**src/design/hyperloglog_sketch_defines.svh**
```systemverilog
// Assertion macros shared by the sketch RTL.
`ifndef HYPERLOGLOG_SKETCH_DEFINES_SVH
`define HYPERLOGLOG_SKETCH_DEFINES_SVH
`ifndef SYNTH
`define HLGS_ASSERT(lbl, cond, msg) \
  lbl: assert property (@(posedge clk) disable iff (!rst_n) (cond)) else $error(msg);
`define HLGS_ASSERT_IMPL(lbl, ante, cons, msg) \
  lbl: assert property (@(posedge clk) disable iff (!rst_n) (ante) |-> (cons)) else $error(msg);
`else
`define HLGS_ASSERT(lbl, cond, msg)
`define HLGS_ASSERT_IMPL(lbl, ante, cons, msg)
`endif
`endif

```
**src/design/hlgs_pkg.sv**
```systemverilog
package hlgs_pkg;

  localparam int IDX_BITS = 9;
  localparam int REG_CNT  = 1 << IDX_BITS;
  localparam int RHO_W    = 6;
  localparam int REST_W   = 64 - IDX_BITS;
  localparam int RHO_CAP  = 65 - IDX_BITS;
  localparam int SUM_FRAC = 56;
  localparam int SUM_W    = SUM_FRAC + 1 + IDX_BITS;
  localparam int NUM_W    = 128;
  localparam int ZCNT_W   = IDX_BITS + 1;
  localparam int LOG_W    = 30;
  localparam int PROD_W   = LOG_W + 32;

  localparam logic [31:0] LN2_Q32 = 32'd2977044472;

  localparam longint unsigned ALPHA_NUM = (64'd7213 * REG_CNT) << 32;
  localparam longint unsigned ALPHA_DEN = 64'd10000 * REG_CNT + 64'd10790;
  localparam longint unsigned ALPHA_Q32 =
    (REG_CNT == 16) ? ((64'd673 << 32) + 64'd500) / 64'd1000 :
    (REG_CNT == 32) ? ((64'd697 << 32) + 64'd500) / 64'd1000 :
    (REG_CNT == 64) ? ((64'd709 << 32) + 64'd500) / 64'd1000 :
    (ALPHA_NUM + ALPHA_DEN / 2) / ALPHA_DEN;
  localparam longint unsigned A_CONST = ALPHA_Q32 * REG_CNT * REG_CNT;

  localparam logic [NUM_W-1:0] NUM_CONST = NUM_W'(A_CONST) << 48;
  localparam logic [NUM_W-1:0] LIN_THR   = NUM_W'(5 * REG_CNT) << 23;
  localparam logic [NUM_W-1:0] LARGE_THR = NUM_W'((64'd1 << 56) / 64'd30);
  localparam logic [NUM_W-1:0] TOP56     = NUM_W'(64'd1 << 56);
  localparam logic [63:0]      ROUND24   = 64'd1 << 23;
  localparam logic [LOG_W-1:0] L_LIN_BASE   = LOG_W'(IDX_BITS) << 24;
  localparam logic [LOG_W-1:0] L_LARGE_BASE = LOG_W'(56) << 24;

  localparam logic KIND_ADD   = 1'b0;
  localparam logic KIND_QUERY = 1'b1;

  localparam logic [1:0] MODE_RAW   = 2'd0;
  localparam logic [1:0] MODE_LIN   = 2'd1;
  localparam logic [1:0] MODE_LARGE = 2'd2;
  localparam logic [1:0] MODE_HIGH  = 2'd3;

  typedef struct packed {
    logic                kind;
    logic [IDX_BITS-1:0] idx;
    logic [RHO_W-1:0]    rho;
  } entry_t;

  typedef enum logic [3:0] {
    ST_CLEAR, ST_IDLE, ST_ADD_WR, ST_SWEEP, ST_CHECK, ST_DIV,
    ST_CLASS, ST_LOG, ST_MUL, ST_FIN, ST_OUT
  } back_st_t;

  typedef enum logic [1:0] {LG_IDLE, LG_NORM, LG_MUL, LG_UPD} log_st_t;

endpackage

```
**src/design/hlgs_queue.sv**
```systemverilog
module hlgs_queue import hlgs_pkg::*; (
  input  logic   clk,
  input  logic   rst_n,
  input  logic   push,
  input  entry_t push_data,
  output logic   full,
  input  logic   pop,
  output logic   valid,
  output entry_t pop_data
);

  entry_t     slot_r [2];
  logic       wp_r, wp_nxt, rp_r, rp_nxt;
  logic [1:0] cnt_r, cnt_nxt;

  always_comb begin
    wp_nxt  = push ? ~wp_r : wp_r;
    rp_nxt  = pop ? ~rp_r : rp_r;
    cnt_nxt = cnt_r + 2'(push) - 2'(pop);
  end

  always_ff @(posedge clk) begin
    if (!rst_n) begin
      wp_r  <= 1'b0;
      rp_r  <= 1'b0;
      cnt_r <= 2'd0;
    end else begin
      wp_r  <= wp_nxt;
      rp_r  <= rp_nxt;
      cnt_r <= cnt_nxt;
    end
    if (push) slot_r[wp_r] <= push_data;
  end

  assign full     = (cnt_r == 2'd2);
  assign valid    = (cnt_r != 2'd0);
  assign pop_data = slot_r[rp_r];

endmodule

```
**config.mk**
```make
export PLATFORM = sky130hd
export DESIGN_NAME = hlgs_queue
export DESIGN_NICKNAME = d
export VERILOG_FILES = /design/src/design/hyperloglog_sketch_defines.svh /design/src/design/hlgs_pkg.sv /design/src/design/hlgs_queue.sv
export SDC_FILE = /design/constraint.sdc
export NUM_CORES = 1
export LEC_CHECK = 0
export BUFFER_PORTS_ARGS = -buffer_cell sky130_fd_sc_hd__buf_2
export CORE_ASPECT_RATIO = 1.4
export CORE_MARGIN = 2
export CORE_UTILIZATION = 54
export DETAILED_ROUTE_END_ITERATION = 12
export HOLD_SLACK_MARGIN = 0.12
export PLACE_DENSITY = 0.78
export SETUP_SLACK_MARGIN = 0.2
export SLEW_MARGIN = 20
export SYNTH_ARGS = -nofsm -noshare
export SYNTH_HDL_FRONTEND = slang
export SYNTH_SLANG_ARGS = --single-unit
```
**constraint.sdc**
```tcl
create_clock -name clk -period 3.6 [get_ports clk]
set_clock_uncertainty 0.05 [all_clocks]
set_input_delay 0.36 -clock clk [delete_from_list [all_inputs] [get_ports clk]]
set_output_delay 0.36 -clock clk [all_outputs]
set_load 0.03 [all_outputs]
```
---- Word level (Yosys, flattened, before mapping) ----
Memories as Yosys holds them, arrays and structs flattened. A register that Yosys moved wholly into a read port is not among the register bits.
Index checks and enable logic that the tools add are counted.
Widths: inputs -> output; s select.
cells by class
  bitwise operators ....................... 2
  add/sub/neg operators ................... 2
  eq/ne operators ......................... 1
  reductions and logical operators ........ 1
  mux-type cells .......................... 4
operator list
  kind                count
  $mux 1              4
  $add 2x1->2         1
  $eq 2x2->1 const B  1
  $not 1->1           2
  $reduce_bool 2->1   1
  $sub 2x1->2         1
word-level totals
  flip-flop bits (word level) ............. 4
  memories ................................ 1
  bits in writable memories ............... 32
  output and inout bits ................... 18
memory list
  name    words  width  read ports  clocked after memory_dff  wr ports  line              source
  slot_r  2      16     1           1                         1         hlgs_queue.sv:12  entry_t slot_r [2];

---- Depth between registers and ports, before layout ----
  depth after elaboration ................. 3
  depth in mapped cells ................... 6
  mapped depth without buffers ............ 6

---- Worst setup path before layout ----
OpenSTA, ideal clock, no wires.
  path kind ............................... input-to-reg
  start ................................... in push
  end ..................................... mem slot_r[0][0] (netlist bit), enable pin
  stages .................................. 1
  path buffers ............................ 0
  data required time ...................... 3158 ps
  setup time .............................. 392 ps
  data arrival time ....................... 1155 ps
  setup slack ............................. 2003 ps
  cell sequence ........................... nor2b_1
on the way
  longest elaborated chain between the ends .. 2
RTL lines
  what                          line              source
  start, declared               hlgs_queue.sv:4   input logic push,
  $mux 1                        hlgs_queue.sv:32  if (push) slot_r[wp_r] <= push_data;
  $mux 1 (not written as such)  hlgs_queue.sv:32
  end, declared                 hlgs_queue.sv:12
Every way passes these cells.

==> flow_summary.yaml <==
routing:
  m1WireLength_microns: 814
  vias: 727
  routedWlPerCell_microns: 14.13
  drt-total-wl_microns: 2133
  drt_iter0_markers: 16
  vias_per_cell: 4.815
  route.met3.wl_microns: 122
  ant_nets: 0
  wl_met2_microns: 1148
  drc: 0
  first_pass_iters: 4
  top_layer: "met4"
critical_path:
  r2r.worst_path.cells: 1
  crit_family: "flip-flops"
  rrSetupSlack_ns: 2.21
  cp_num_buf_inv: 1
  cp-start-kind: "flop"
  critPathCaptureType: "output pin"
  cp_num_cells: 2
  worstReg2RegEnd: "slot_r[1][1]"
  worstSetupPathType: "flop to output pin"
  worstPathCellList: "mux2_2 -> buf_2"
  crit_required_ns: 3.19
  critical_path_arrival_ns: 1.82
  critPathMaxFanout: 16
  reg2reg_from: "wp_r"
  setup.worst_path.end: "pop_data[3]"
  slowest_delay_ns: 0.89
  slowest_stage: "dfxtp_1"
global_routing:
  globalRoute.totalOverflow: 0
  grt_usage_pct: 15.79
  grt_pass1_wl_microns: 3194
  antenna_found_initial: 0
  grt_max_degree: 18
  grt_pass1_vias: 736
timing:
  setup_viol: 0
  max_freq_ghz: 0.4476
  period_share_pct: 62.05
  fin_crit_ns: 2.234
  hold_viol_final: 0
  grt_setup_unrepaired: "no"
  worstMarginPinSlew_ns: 0.8537
  report.final.slew_viol_count: 0
  slew_headroom_pct: 43.01
  fin_tns_setup_ns: 0
yosys:
  ys_ff_latch: 37
  syn_area_sq_um: 1438
  synth_commonest_cells: "32 x edfxtp_1, 10 x mux2_4, 6 x mux2_2, 5 x dfxtp_1"
  synth_top_area_share_pct: 66.84
  synth_cells: 71
  synth_area_leaders: "edfxtp_1 67%, mux2_4 10%, dfxtp_1 7.0%, mux2_2 4.7%, and2_1 1.7%"
  synth.avg_cell_area_sq_um: 20.25
  synth_ff_type: "edfxtp_1"
  syn_nets: 93
  ys_types: 14
  synth_warnings: 0
  async_flop_share_pct: 0
  seq_area_frac_synth_pct: 73.80
  yosys.cell_count.top_type: "edfxtp_1"
  synth_edf_count: 32
  synth_largest_area_cell: "edfxtp_1"
power_and_ir_drop:
  power_uw: 870.4
  p_leak_uw: 0.0006911
  ir_drop_v: 0.0003340
  powerDensity_nw_per_um2: 513.4
layout:
  nFillCells: 199
  register_area_sq_um: 1061
  diodes: 0
  multi_input_area_sq_um: 337.8
  final_cell_area_sq_um: 1695
  fin_nets: 136
  area_growth_pct: 17.93
  final_util_pct: 65.52
  drive_gt1_share_pct: 53.91
min_path:
  hold_class: "primary input to flop"
cts:
  cts_tree: "yes"
  clkTransAtPathRegs_ns: 0.10
  cts-htree-levels: 2
  cts_setup_buffers: 0
  cts_num_sinks: 37
  ctsResizeCount: 0
  clockBufferDepth: 2
  cts_made_buffers: 5
  worst_skew_pair.late_latency_ns: 0.33
  postCtsHoldBufs: 0
  root_buffer: "clkbuf_4"
floorplanning:
  die_w_microns: 47.61
  num_rows: 22
  die_h_microns: 65.05
  dieArea_sq_um: 3097
  io_pins: 38
  core_sq_um: 2587
  start_util_pct: 55.56
run_status:
  status: "completed"
placed_design:
  gp_congestion: 0.5741
  port-buffer-count: 37
  placed_cell_area_sq_um: 1644
  dp.final_hpwl_microns: 1548
job:
  cap_violations: 0
through the flow:
stage	instances	hold slack (ns)	worst slack (ns)
after global routing	151	0.1438	1.276
after detailed placement	143	0.5016	1.710
final	151	0.1613	1.366
after global placement	143	0.4992	1.716
after CTS	151	0.1479	1.333
after floorplan	71	0.4089	2.003
worst min path at each step:
stage | from | to | slack, ns | cells after the start
floorplan | push_data[0] | slot_r[0][0] | 0.41 | 0
global placement | push_data[6] | slot_r[0][6] | 0.50 | 1
detailed placement | push_data[11] | slot_r[0][11] | 0.50 | 1
CTS | push_data[3] | slot_r[1][3] | 0.15 | 1
global route | push_data[15] | slot_r[1][15] | 0.14 | 1
finish | push_data[3] | slot_r[1][3] | 0.16 | 1
cell families (layout without fill, tap and decap cells):
logic type / Yosys count / count (layout) / synth area share, %
flops: 37 / 37 / 73.80
mux: 16 / 16 / 15.14
simple gates: 9 / 9 / 3.916
buf+inv: 4 / 48 / 2.698
fa+ha+maj: 2 / 2 / 1.740
xor+xnor: 2 / 2 / 2.176
compound gates: 1 / 1 / 0.5224
power breakdown:
group / leakage, uW / switching (uW) / internal (uW) / total [uW]
sequential: 0.000342 / 17.9 / 494 / 512
combinational: 0.000317 / 88.3 / 71.2 / 159
clock: 0.0000320 / 124 / 74.4 / 199
layer usage:
metal  up-vias  GRT usage, %
met4         0         9.122
li1        350             -
met5         -             0
met1       343         16.96
met2        27         26.01
met3         7         4.735
flip-flops by register name (all words and copies together) (netlist names), named ones only:
register and flops:
wp_r 1, rp_r 1, cnt_r 2, slot_r 32
layout by cell type, fill, tap and decap left out:
master / instances
xnor3_1: 1
edfxtp_1: 32
inv_1: 2
mux2_4: 10
buf_2: 37
or2_2: 1
and2_1: 4
o21a_1: 1
clkinv_2: 2
nor2b_1: 4
ha_1: 2
xor2_1: 1
clkbuf_1: 1
buf_4: 1
clkbuf_4: 5
dfxtp_1: 5
mux2_2: 6
layout make-up:
cell class / count / area share, %
flip-flops and latches: 37 / 62.58
clock inverters: 2 / 0.5904
repair buffers: 38 / 11.37
well taps: 36 / 2.657
multi-input cells: 30 / 19.93
clock buffers: 6 / 2.435
inverters: 2 / 0.4428
Note: power is estimated with default switching activity, not from simulation.
