[config.mk]
export PLATFORM = sky130hd
export DESIGN_NAME = hlgs_front
export DESIGN_NICKNAME = d
export VERILOG_FILES = /design/src/design/hyperloglog_sketch_defines.svh /design/src/design/hlgs_pkg.sv /design/src/design/hlgs_front.sv
export SDC_FILE = /design/constraint.sdc
export NUM_CORES = 1
export LEC_CHECK = 0
export BUFFER_PORTS_ARGS = -buffer_cell sky130_fd_sc_hd__buf_4
export CELL_PAD_IN_SITES_DETAIL_PLACEMENT = 0
export CELL_PAD_IN_SITES_GLOBAL_PLACEMENT = 1
export CORE_ASPECT_RATIO = 2
export CORE_UTILIZATION = 22
export DETAILED_ROUTE_END_ITERATION = 6
export GPL_TIMING_DRIVEN = 0
export PLACE_DENSITY_LB_ADDON = 0.25
export RECOVER_POWER = 25
export SYNTH_ARGS = -nofsm -noshare
export SYNTH_HDL_FRONTEND = slang
export SYNTH_SLANG_ARGS = --single-unit
[constraint.sdc]
create_clock -name vclk -period 2.5
set_clock_uncertainty 0.15 [all_clocks]
set_input_delay 0 -clock vclk [all_inputs]
set_output_delay 0 -clock vclk [all_outputs]
set_load 0.05 [all_outputs]
[src/design/hyperloglog_sketch_defines.svh]
// Assertion macros shared by the sketch RTL.
`ifndef HYPERLOGLOG_SKETCH_DEFINES_SVH
`define HYPERLOGLOG_SKETCH_DEFINES_SVH
`ifndef SYNTH
`define HLGS_ASSERT(lbl, cond, msg) \
  lbl: assert property (@(posedge clk) disable iff (!rst_n) (cond)) else $error(msg);
`define HLGS_ASSERT_IMPL(lbl, ante, cons, msg) \
  lbl: assert property (@(posedge clk) disable iff (!rst_n) (ante) |-> (cons)) else $error(msg);
`else
`define HLGS_ASSERT(lbl, cond, msg)
`define HLGS_ASSERT_IMPL(lbl, ante, cons, msg)
`endif
`endif

[src/design/hlgs_pkg.sv]
package hlgs_pkg;

  localparam int IDX_BITS = 9;
  localparam int REG_CNT  = 1 << IDX_BITS;
  localparam int RHO_W    = 6;
  localparam int REST_W   = 64 - IDX_BITS;
  localparam int RHO_CAP  = 65 - IDX_BITS;
  localparam int SUM_FRAC = 56;
  localparam int SUM_W    = SUM_FRAC + 1 + IDX_BITS;
  localparam int NUM_W    = 128;
  localparam int ZCNT_W   = IDX_BITS + 1;
  localparam int LOG_W    = 30;
  localparam int PROD_W   = LOG_W + 32;

  localparam logic [31:0] LN2_Q32 = 32'd2977044472;

  localparam longint unsigned ALPHA_NUM = (64'd7213 * REG_CNT) << 32;
  localparam longint unsigned ALPHA_DEN = 64'd10000 * REG_CNT + 64'd10790;
  localparam longint unsigned ALPHA_Q32 =
    (REG_CNT == 16) ? ((64'd673 << 32) + 64'd500) / 64'd1000 :
    (REG_CNT == 32) ? ((64'd697 << 32) + 64'd500) / 64'd1000 :
    (REG_CNT == 64) ? ((64'd709 << 32) + 64'd500) / 64'd1000 :
    (ALPHA_NUM + ALPHA_DEN / 2) / ALPHA_DEN;
  localparam longint unsigned A_CONST = ALPHA_Q32 * REG_CNT * REG_CNT;

  localparam logic [NUM_W-1:0] NUM_CONST = NUM_W'(A_CONST) << 48;
  localparam logic [NUM_W-1:0] LIN_THR   = NUM_W'(5 * REG_CNT) << 23;
  localparam logic [NUM_W-1:0] LARGE_THR = NUM_W'((64'd1 << 56) / 64'd30);
  localparam logic [NUM_W-1:0] TOP56     = NUM_W'(64'd1 << 56);
  localparam logic [63:0]      ROUND24   = 64'd1 << 23;
  localparam logic [LOG_W-1:0] L_LIN_BASE   = LOG_W'(IDX_BITS) << 24;
  localparam logic [LOG_W-1:0] L_LARGE_BASE = LOG_W'(56) << 24;

  localparam logic KIND_ADD   = 1'b0;
  localparam logic KIND_QUERY = 1'b1;

  localparam logic [1:0] MODE_RAW   = 2'd0;
  localparam logic [1:0] MODE_LIN   = 2'd1;
  localparam logic [1:0] MODE_LARGE = 2'd2;
  localparam logic [1:0] MODE_HIGH  = 2'd3;

  typedef struct packed {
    logic                kind;
    logic [IDX_BITS-1:0] idx;
    logic [RHO_W-1:0]    rho;
  } entry_t;

  typedef enum logic [3:0] {
    ST_CLEAR, ST_IDLE, ST_ADD_WR, ST_SWEEP, ST_CHECK, ST_DIV,
    ST_CLASS, ST_LOG, ST_MUL, ST_FIN, ST_OUT
  } back_st_t;

  typedef enum logic [1:0] {LG_IDLE, LG_NORM, LG_MUL, LG_UPD} log_st_t;

endpackage

[src/design/hlgs_front.sv]
module hlgs_front import hlgs_pkg::*; (
  input  logic        in_tvalid,
  output logic        in_tready,
  input  logic [63:0] in_tdata,
  input  logic        in_tuser,
  input  logic        q_full,
  input  logic        clr_done,
  output logic        push,
  output entry_t      push_data
);

  logic [RHO_W-1:0] rho;

  // Rank is the leading-zero count of the bits below the index, plus one.
  always_comb begin
    rho = RHO_W'(RHO_CAP);
    for (int i = 0; i < REST_W; i++) begin
      if (in_tdata[i]) rho = RHO_W'(REST_W - i);
    end
  end

  assign in_tready      = !q_full && clr_done;
  assign push           = in_tvalid && in_tready;
  assign push_data.kind = in_tuser;
  assign push_data.idx  = in_tdata[63 -: IDX_BITS];
  assign push_data.rho  = rho;

endmodule

### Word-level counts from Yosys, hierarchy flattened

Cells that the tools add are included.

| cells by class | value |
|---|---|
| muxes and demuxes | 55 |
| reductions and logical operators | 3 |

Operators with widths:

| cell | count |
|---|---|
| $mux W6 | 54 |
| $mux W4 | 1 |
| $logic_and A1 B1 Y1 | 2 |
| $logic_not A1 Y1 | 1 |

| storage, ports and cells | value |
|---|---|
| flip-flop bits (word level) | 0 |
| bits of input ports | 68 |
| output and inout bits | 18 |
| word-level logic and storage cells | 58 |

### Logic depth before layout (Yosys ltp)

Gate-level depths: netlist of the first run.

| logic depth | value |
|---|---|
| word-level depth | 55 |
| gate-level depth with buffers | 6 |
| gate-level depth less buffers | 6 |

### Worst setup path after synthesis of the first run

OpenSTA, ideal clock, no wires.

| timing path | value |
|---|---|
| kind | input port to output port |
| start point | in in_tdata[7] |
| end point | out push_data[2] (netlist name) |
| arrival | 1.808 ns |
| required time | 2.350 ns |
| slack | 0.542 ns |
| stages on the path | 6 |
| path buffers | 0 |
| cells stage by stage | nor4_4 -> a21oi_2 -> o21ai_1 -> a211oi_1 -> o311a_1 -> nor4b_2 |

RTL lines:

| item | line | text |
|---|---|---|
| from (decl) | hlgs_front.sv:4 | `input logic [63:0] in_tdata,` |
| to (decl) | hlgs_front.sv:9 | `output entry_t push_data` |

==> results.toml, run 1 <==
[layout]
area_growth_pct = 79.4
register_area_um2 = 0
n_antenna_cell = 0
clockBufferCount = 0
nets = 276
drive_above_1_share = 0.422
fillers = 363
design.seq.count = 0
fin_util = 0.420

[sta]
slew_viol_final = 0
fin_crit_sh = 0.691
hold_viol_final = 0
worstMarginPinSlew_ps = 590
min_period_ps = 1730
setup_tns_ps = 0
relSlewSlack = 0.608
clock.fmax_mhz = 579
rsz0062_at_grt = "no"
final-setup-viol-count = 0

[synthesis]
syn_area_um2 = 748
synth_top_area_frac = 0.140
yosys.cell_count.top_type = "nor2_1"
mappedNetlistNets = 198
synth_seq_area_share = 0
synthCells = 130
synth_top_area_cell = "nor2_1"
synth_area_leaders = "nor2_1 (14%), buf_4 (10%), nor3_1 (8.0%)"
ys_types = 36
syn_area_per_cell_um2 = 5.76
ys_warn_count = 0
ys_top_cells_by_count = "nor2_1 (28), inv_1 (12), nor3_1 (12), a21oi_1 (11), buf_4 (10)"

[pwr]
intPower_mw = 0.107
pwr-share-comb = 1.000
clkPwrFrac = 0
p_sw_mw = 0.121
ir_worst_vdd_uv = 84.3
p_per_area_nw_per_um2 = 169
p_seq_frac = 0
sw_frac_of_total = 0.531
p_leak_nw = 0.622

[critical_path]
start_kind = "input pin"
crit_path_end_kind = "primary output"
worst_ep_required_time_ps = 2350
crit_chain = "buf_4 -> nor2_1 -> o31ai_1 -> a211oi_1 -> o311ai_1 -> a2111oi_0 -> o21ai_1 -> buf_4"
arrival_ps = 1580
cp-startpoint = "in_tdata[1]"
slowest_stage = "a2111oi_0"
worstSetupPathType = "input pin to primary output"
critPathMaxFanout = 3
slowest_delay_ps = 490
cpMostUsedCell = "buf_4"

[drt]
drt_iter0_drc = 23
drc_errors = 0
vias = 1241
avgViaCountPerCell = 5.24
drt_first_pass_iters = 4
postRouteAntennaNets = 0
routed_wl_mm = 2.89
wire_per_inst_um = 12.2

[grt]
use_met3 = 0.0215
met2_usage = 0.315
antenna_found_initial = 0
grt_max_degree = 5
busiest_layer = "met2"
grt-ovfl-total = 0
grt_pass1_wl_mm = 4.55
grt_util_met1 = 0.147
track_usage = 0.151
grt_pass1_vias = 1180

[run_status]
status = "finished, final reports clean"

[place]
io_buffers = 76
dp_hpwl_mm = 2.67
gp_congestion = 0.879

[hold_path]
hold_class = "input pin to primary output"
holdPathEnd = "push_data[15]"
min_path_cells = 2
hold_path.startpoint = "in_tuser"

[cts]
cts_resized = 0
post_cts.repair.setup_buffers = 0
hold_buffers = 0

[die]
fp.dieArea_um2 = 3650
initial_utilization = 0.234
rows = 29
die_h_um = 84.5
die_w_um = 43.2
core_um2 = 3190
io_pins = 86

[job]
drv_cap = 0
==> placed cells by master (no fill, tap or decap), types with 4 or more instances in the layout <==
cell type,n
a21oi_1,11
buf_4,82
clkbuf_1,4
inv_1,12
nand2_1,9
nor2_1,28
nor3_1,12
nor4_1,5
o21ai_0,6
o21ai_1,4
==> cell families after synthesis <==
kind of cell | synth area share
buffers and inverters | 0.161
and+or+nand+nor | 0.462
AOI/OAI and AO/OA | 0.378
==> power groups by stage <==
stage	sequential (mW)	combinational (mW)	clock, mW
6_report	0	0.228	0
5_1_grt	0	0.246	0
4_1_cts	0	0.232	0
3_5_place_dp	0	0.232	0
3_3_place_gp	0	0.231	0
2_1_floorplan	0	0.107	0
==> per-layer routing <==
metal	up-vias	share of wire
li1	630	-
met2	59	0.57
met4	0	0.0087
met1	550	0.33
met3	2	0.095
met5	-	0
==> worst max path at each step <==
stage | end | slack [ps] | depth (start not counted)
detailed placement | push_data[2] | 770 | 8
global placement | push_data[1] | 750 | 8
CTS | push_data[2] | 770 | 8
global route | push_data[1] | 610 | 8
floorplan | push_data[2] | 540 | 6
finish | push_data[1] | 770 | 8
==> metrics by stage <==
step | cell area (µm²) | worst slack, ps | hold WS, ps | cells | power (mW)
5_1_grt | 1340 | 613 | 113 | 237 | 0.246
6_report | 1340 | 772 | 105 | 237 | 0.228
4_1_cts | 1360 | 768 | 105 | 237 | 0.232
2_1_floorplan | 748 | 542 | -44.9 | 130 | 0.107
3_3_place_gp | 1360 | 752 | 105 | 237 | 0.231
3_5_place_dp | 1360 | 769 | 105 | 237 | 0.232
==> worst max-delay path: cells and delay by family <==
family                 cells  cell delay, ps
and+or+nand+nor            1             150
buffers and inverters      2             330
AOI/OAI and AO/OA          5            1090
==> layout make-up <==
cell class / count / area, µm² / share of cell area
Multi-Input combinational cell: 108 / 628 / 0.468
Inverter: 12 / 45.0 / 0.0336
Buffer: 10 / 75.1 / 0.0559
Tap cell: 31 / 38.8 / 0.0289
Timing Repair Buffer: 76 / 556 / 0.414
(Power assumes the default switching activity.)
==> inputs of run 2 (changes only) <==
--- a/config.mk
+++ b/config.mk
@@ -5,11 +5,12 @@
 export SDC_FILE = /design/constraint.sdc
 export NUM_CORES = 1
 export LEC_CHECK = 0
+export ABC_AREA = 1
 export BUFFER_PORTS_ARGS = -buffer_cell sky130_fd_sc_hd__buf_4
 export CELL_PAD_IN_SITES_DETAIL_PLACEMENT = 0
 export CELL_PAD_IN_SITES_GLOBAL_PLACEMENT = 1
 export CORE_ASPECT_RATIO = 2
-export CORE_UTILIZATION = 22
+export CORE_UTILIZATION = 23
 export DETAILED_ROUTE_END_ITERATION = 6
 export GPL_TIMING_DRIVEN = 0
 export PLACE_DENSITY_LB_ADDON = 0.25
==> constraint.sdc (replaced) <==
create_clock -name vclk -period 1.6
set_clock_uncertainty 0.15 [all_clocks]
set_input_delay 0 -clock vclk [all_inputs]
set_output_delay 0 -clock vclk [all_outputs]
set_load 0.05 [all_outputs]
==> run 2 against run 1 <==
The flow now finishes with violations (setup timing). Synthesized cell count increased by 57%. First-iteration DRC count decreased by 52%. Global-route usage decreased by 3.8 points. Non-clock buffer count unchanged. Wire length decreased by 2.3%. Die area increased by 22%. Final area increased by 29%. Critical path type unchanged.
==> results.toml, run 2 <==
[drt]
postRouteAntennaNets = 0
drt_first_pass_iters = 4
vias = 1354
drc_errors = 0
drt_iter0_drc = 11
wire_per_inst_um = 8.53
routed_wl_mm = 2.82
avgViaCountPerCell = 4.09

[sta]
hold_viol_final = 0
clock.fmax_mhz = 333
final-setup-viol-count = 2
worst_slack_ps = -1400
fin_crit_sh = 1.88
rsz0062_at_grt = "yes"
relSlewSlack = 0.612
worstMarginPinSlew_ps = 585
slew_viol_final = 0
min_period_ps = 3000

[die]
die_h_um = 93.5
core_um2 = 3920
io_pins = 86
fp.dieArea_um2 = 4460
die_w_um = 47.7
initial_utilization = 0.245
rows = 32

[run_status]
status = "finished, violations left"
violations = "setup timing"

[place]
io_buffers = 76
pre_cts_slack_ps = -1570
dp_hpwl_mm = 2.52
gp_congestion = 0.745

[job]
drv_cap = 0

[synthesis]
ys_warn_count = 0
mappedNetlistNets = 272
ys_types = 16
syn_area_um2 = 962
synth_area_leaders = "nand2_1 (31%), inv_1 (18%), bufinv_8 (15%)"
syn_area_per_cell_um2 = 4.72
yosys.cell_count.top_type = "nand2_1"
synth_top_area_frac = 0.312
ys_top_cells_by_count = "nand2_1 (80), inv_1 (46), nor2_1 (35), buf_4 (10), bufinv_8 (8)"
synth_seq_area_share = 0
synth_top_area_cell = "nand2_1"
synthCells = 204

[layout]
drive_above_1_share = 0.407
nets = 350
final_cell_mix = "nand2_1 (74), buf_4 (74), inv_1 (43)"
fillers = 466
clockBufferCount = 0
area_growth_pct = 79.6
design.seq.count = 0
multi_input_area_um2 = 666
register_area_um2 = 0
fin_util = 0.440
n_antenna_cell = 0

[hold_path]
hold_path.startpoint = "in_tdata[57]"
holdPathEnd = "push_data[8]"
min_path_cells = 2
hold_class = "input pin to primary output"

[pwr]
p_per_area_nw_per_um2 = 256
ir_worst_vdd_uv = 112
p_leak_nw = 1.06

[critical_path]
cpMostUsedCell = "nand2_1"
worst_ep_required_time_ps = 1450
slowest_stage = "buf_8"
worstSetupPathType = "input pin to primary output"
start_kind = "input pin"
critPathMaxFanout = 2
arrival_ps = 2850
crit_path_end_kind = "primary output"
slowest_delay_ps = 140

[grt]
grt_pass1_wl_mm = 3.99
grt_pass1_vias = 1152
track_usage = 0.113
grt_max_degree = 4
antenna_found_initial = 0
grt-ovfl-total = 0
## run 2: critical path: cells and delay by family
| family | cells | cell delay, ps |
|---|---|---|
| simple gates | 53 | 2560 |
| buf+inv | 3 | 300 |
## run 2: cell families (layout without fill, tap and decap cells)
group	count (synthesis)	after routing	share of synthesized area
buffers and inverters	67	143	0.415
AND/OR/NAND/NOR	126	126	0.512
AO/OA/AOI/OAI	11	11	0.0728
## run 2: per-layer routing
layer / up-vias / GRT usage / part of all wire
met4: 0 / 0 / 0.0082
li1: 727 / - / -
met1: 580 / 0.101 / 0.31
met5: - / 0 / 0
met3: 2 / 0.00579 / 0.063
met2: 45 / 0.249 / 0.62
## run 2: worst max-delay path by stage
stage | startpoint | to | slack (ps) | cells past startpoint
after floorplan | in_tdata[1] | push_data[0] | -960 | 55
after global placement | in_tdata[1] | push_data[0] | -1570 | 57
after detailed placement | in_tdata[1] | push_data[0] | -1570 | 57
after CTS | in_tdata[1] | push_data[0] | -1510 | 57
after global routing | in_tdata[0] | push_data[0] | -1900 | 56
final | in_tdata[2] | push_data[0] | -1400 | 56
## run 2: power breakdown
group | leakage [nW] | internal [mW] | switching (mW)
Sequential | 0 | 0 | 0
Combinational | 1.06 | 0.227 | 0.215
Clock | 0 | 0 | 0
Total | 1.06 | 0.227 | 0.215
## run 2: layout make-up
cell class,instances,share of cell area
multi-input cells,137,0.385
repair buffers,76,0.345
well taps,51,0.0369
plain buffers,10,0.0434
inverters,57,0.189
## run 2: timing repair
| action | in CTS | in global routing |
|---|---|---|
| cloned | 0 | 0 |
| setup endpoints to repair | 3 | 4 |
| pin swaps | 7 | 9 |
| gates resized for setup | 10 | 23 |
| buffers inserted | 0 | 0 |
| hold buffers | 0 | 0 |
## run 2: through the flow
step | power (mW) | area (µm²) | hold slack, ps | TNS, ps | instances
5_1_grt | 0.482 | 1730 | 115 | -2900 | 331
4_1_cts | 0.428 | 1650 | 104 | -2320 | 331
2_1_floorplan | 0.238 | 983 | -97.9 | -1220 | 204
3_5_place_dp | 0.416 | 1620 | 104 | -2390 | 331
6_report | 0.442 | 1730 | 104 | -1960 | 331
3_3_place_gp | 0.414 | 1620 | 104 | -2380 | 331
==> inputs of run 3 (changes only) <==
--- a/config.mk
+++ b/config.mk
@@ -13,7 +13,7 @@
 export CORE_UTILIZATION = 23
 export DETAILED_ROUTE_END_ITERATION = 6
 export GPL_TIMING_DRIVEN = 0
-export PLACE_DENSITY_LB_ADDON = 0.25
+export PLACE_DENSITY = 0.89
 export RECOVER_POWER = 25
 export SYNTH_ARGS = -nofsm -noshare
 export SYNTH_HDL_FRONTEND = slang
==> run 3 against run 2 <==
The run still ends with setup timing left. Largest cell class unchanged. Critical path depth unchanged. Sequential share of layout area unchanged. Sequential cell count unchanged. Wire length decreased by 6.7%. Core utilization decreased by 1.4 points. Power decreased by 4.0%.
==> results.toml, run 3 (same netlist as run 2, synthesis figures left out) <==
[sta]
slew_viol_final = 0
final-setup-viol-count = 3
holdWs_ps = 104
worstMarginPinSlew_ps = 590
fin_crit_sh = 1.86
rsz0062_at_grt = "yes"
hold_viol_final = 0
relSlewSlack = 0.609
worst_slack_ps = -1380
clock.fmax_mhz = 335
min_period_ps = 2980
setup_tns_ps = -1930

[drt]
drt_first_pass_iters = 4
postRouteAntennaNets = 0
vias = 1334
avgViaCountPerCell = 4.03
wire_per_inst_um = 7.95
routed_wl_mm = 2.63
drt_iter0_drc = 4
drc_errors = 0

[critical_path]
critPathMaxFanout = 2
start_kind = "input pin"
worst_ep_required_time_ps = 1450
slowest_stage = "buf_8"
worstSetupPathType = "input pin to primary output"
cp_top_family = "simple AND/OR/NAND/NOR gates"
arrival_ps = 2830
cpMostUsedCell = "nand2_1"
cp_num_buf_inv = 3
cp-startpoint = "in_tdata[2]"
crit_path_end_kind = "primary output"
slowest_delay_ps = 140

[pwr]
p_leak_nw = 1.05
p_seq_frac = 0
p_per_area_nw_per_um2 = 254
clkPwrFrac = 0
sw_frac_of_total = 0.480
pwr-share-comb = 1.000
power.total_mw = 0.424
ir_worst_vdd_uv = 108
p_sw_mw = 0.203
intPower_mw = 0.221

[hold_path]
hold_class = "input pin to primary output"
hold_path.startpoint = "in_tdata[59]"

[grt]
grt_pass1_wl_mm = 4.28
antenna_found_initial = 0
track_usage = 0.121
grt_max_degree = 4
grt-ovfl-total = 0
grt_pass1_vias = 1237

[die]
initial_utilization = 0.245
fp.dieArea_um2 = 4460
die_h_um = 93.5
rows = 32
die_w_um = 47.7
io_pins = 86
core_um2 = 3920

[layout]
design.seq.count = 0
clockBufferCount = 0
area_growth_pct = 73.9
fillers = 450
register_area_um2 = 0
final_cell_mix = "buf_4 (77), nand2_1 (76), inv_1 (44)"
n_antenna_cell = 0
nets = 350
drive_above_1_share = 0.386
fin_util = 0.426
final_common_cell = "buf_4"
final_cells = 331
final_area_um2 = 1670

[cts]
hold_buffers = 0
post_cts.repair.setup_buffers = 0

[place]
placedInstanceArea_um2 = 1620
io_buffers = 76
pre_cts_slack_ps = -1540
dp_hpwl_mm = 2.43
place_inst = 331
gp_congestion = 0.688

[job]
drv_cap = 0

[run_status]
violations = "setup timing"
status = "finished, violations left"
==> run 3: changes by cell type in the layout (fill, tap and decap cells not counted), moves of 2 or more <==
cell     change
nand2_2      -2
nand2_1      +2
buf_6        -3
buf_4        +3
==> run 3: area by class of cell <==
type,count,area [µm²],area share
Multi-Input combinational cell,137,624,0.373
Timing Repair Buffer,76,586,0.350
Inverter,57,324,0.194
Buffer,10,75.1,0.0449
Tap cell,51,63.8,0.0381
==> run 3: what timing repair did <==
action / 4_1_cts / 5_1_grt
resized for setup: 16 / 3
pin swaps: 7 / 6
endpoints found under the setup margin: 3 / 3
endpoints found under the hold margin: 0 / 0
==> run 3: worst paths after layout <==
| kind | endpoint | slack [ps] | cells past startpoint |
|---|---|---|---|
| max | push_data[0] | -1380 | 56 |
| min | push_data[10] | 100 | 2 |
==> run 3: power by group through the flow <==
stage | Clock, mW | Combinational [mW] | Sequential (mW)
6_report | 0 | 0.424 | 0
5_1_grt | 0 | 0.470 | 0
4_1_cts | 0 | 0.431 | 0
3_5_place_dp | 0 | 0.414 | 0
3_3_place_gp | 0 | 0.410 | 0
2_1_floorplan | 0 | 0.238 | 0
==> run 3: metal layers <==
layer	routed length, µm	global-route usage	vias to the layer above
li1	-	-	727
met1	757	0.108	557
met2	1650	0.262	50
met3	225	0.00965	0
met4	0	0.00926	0
met5	0	0	-
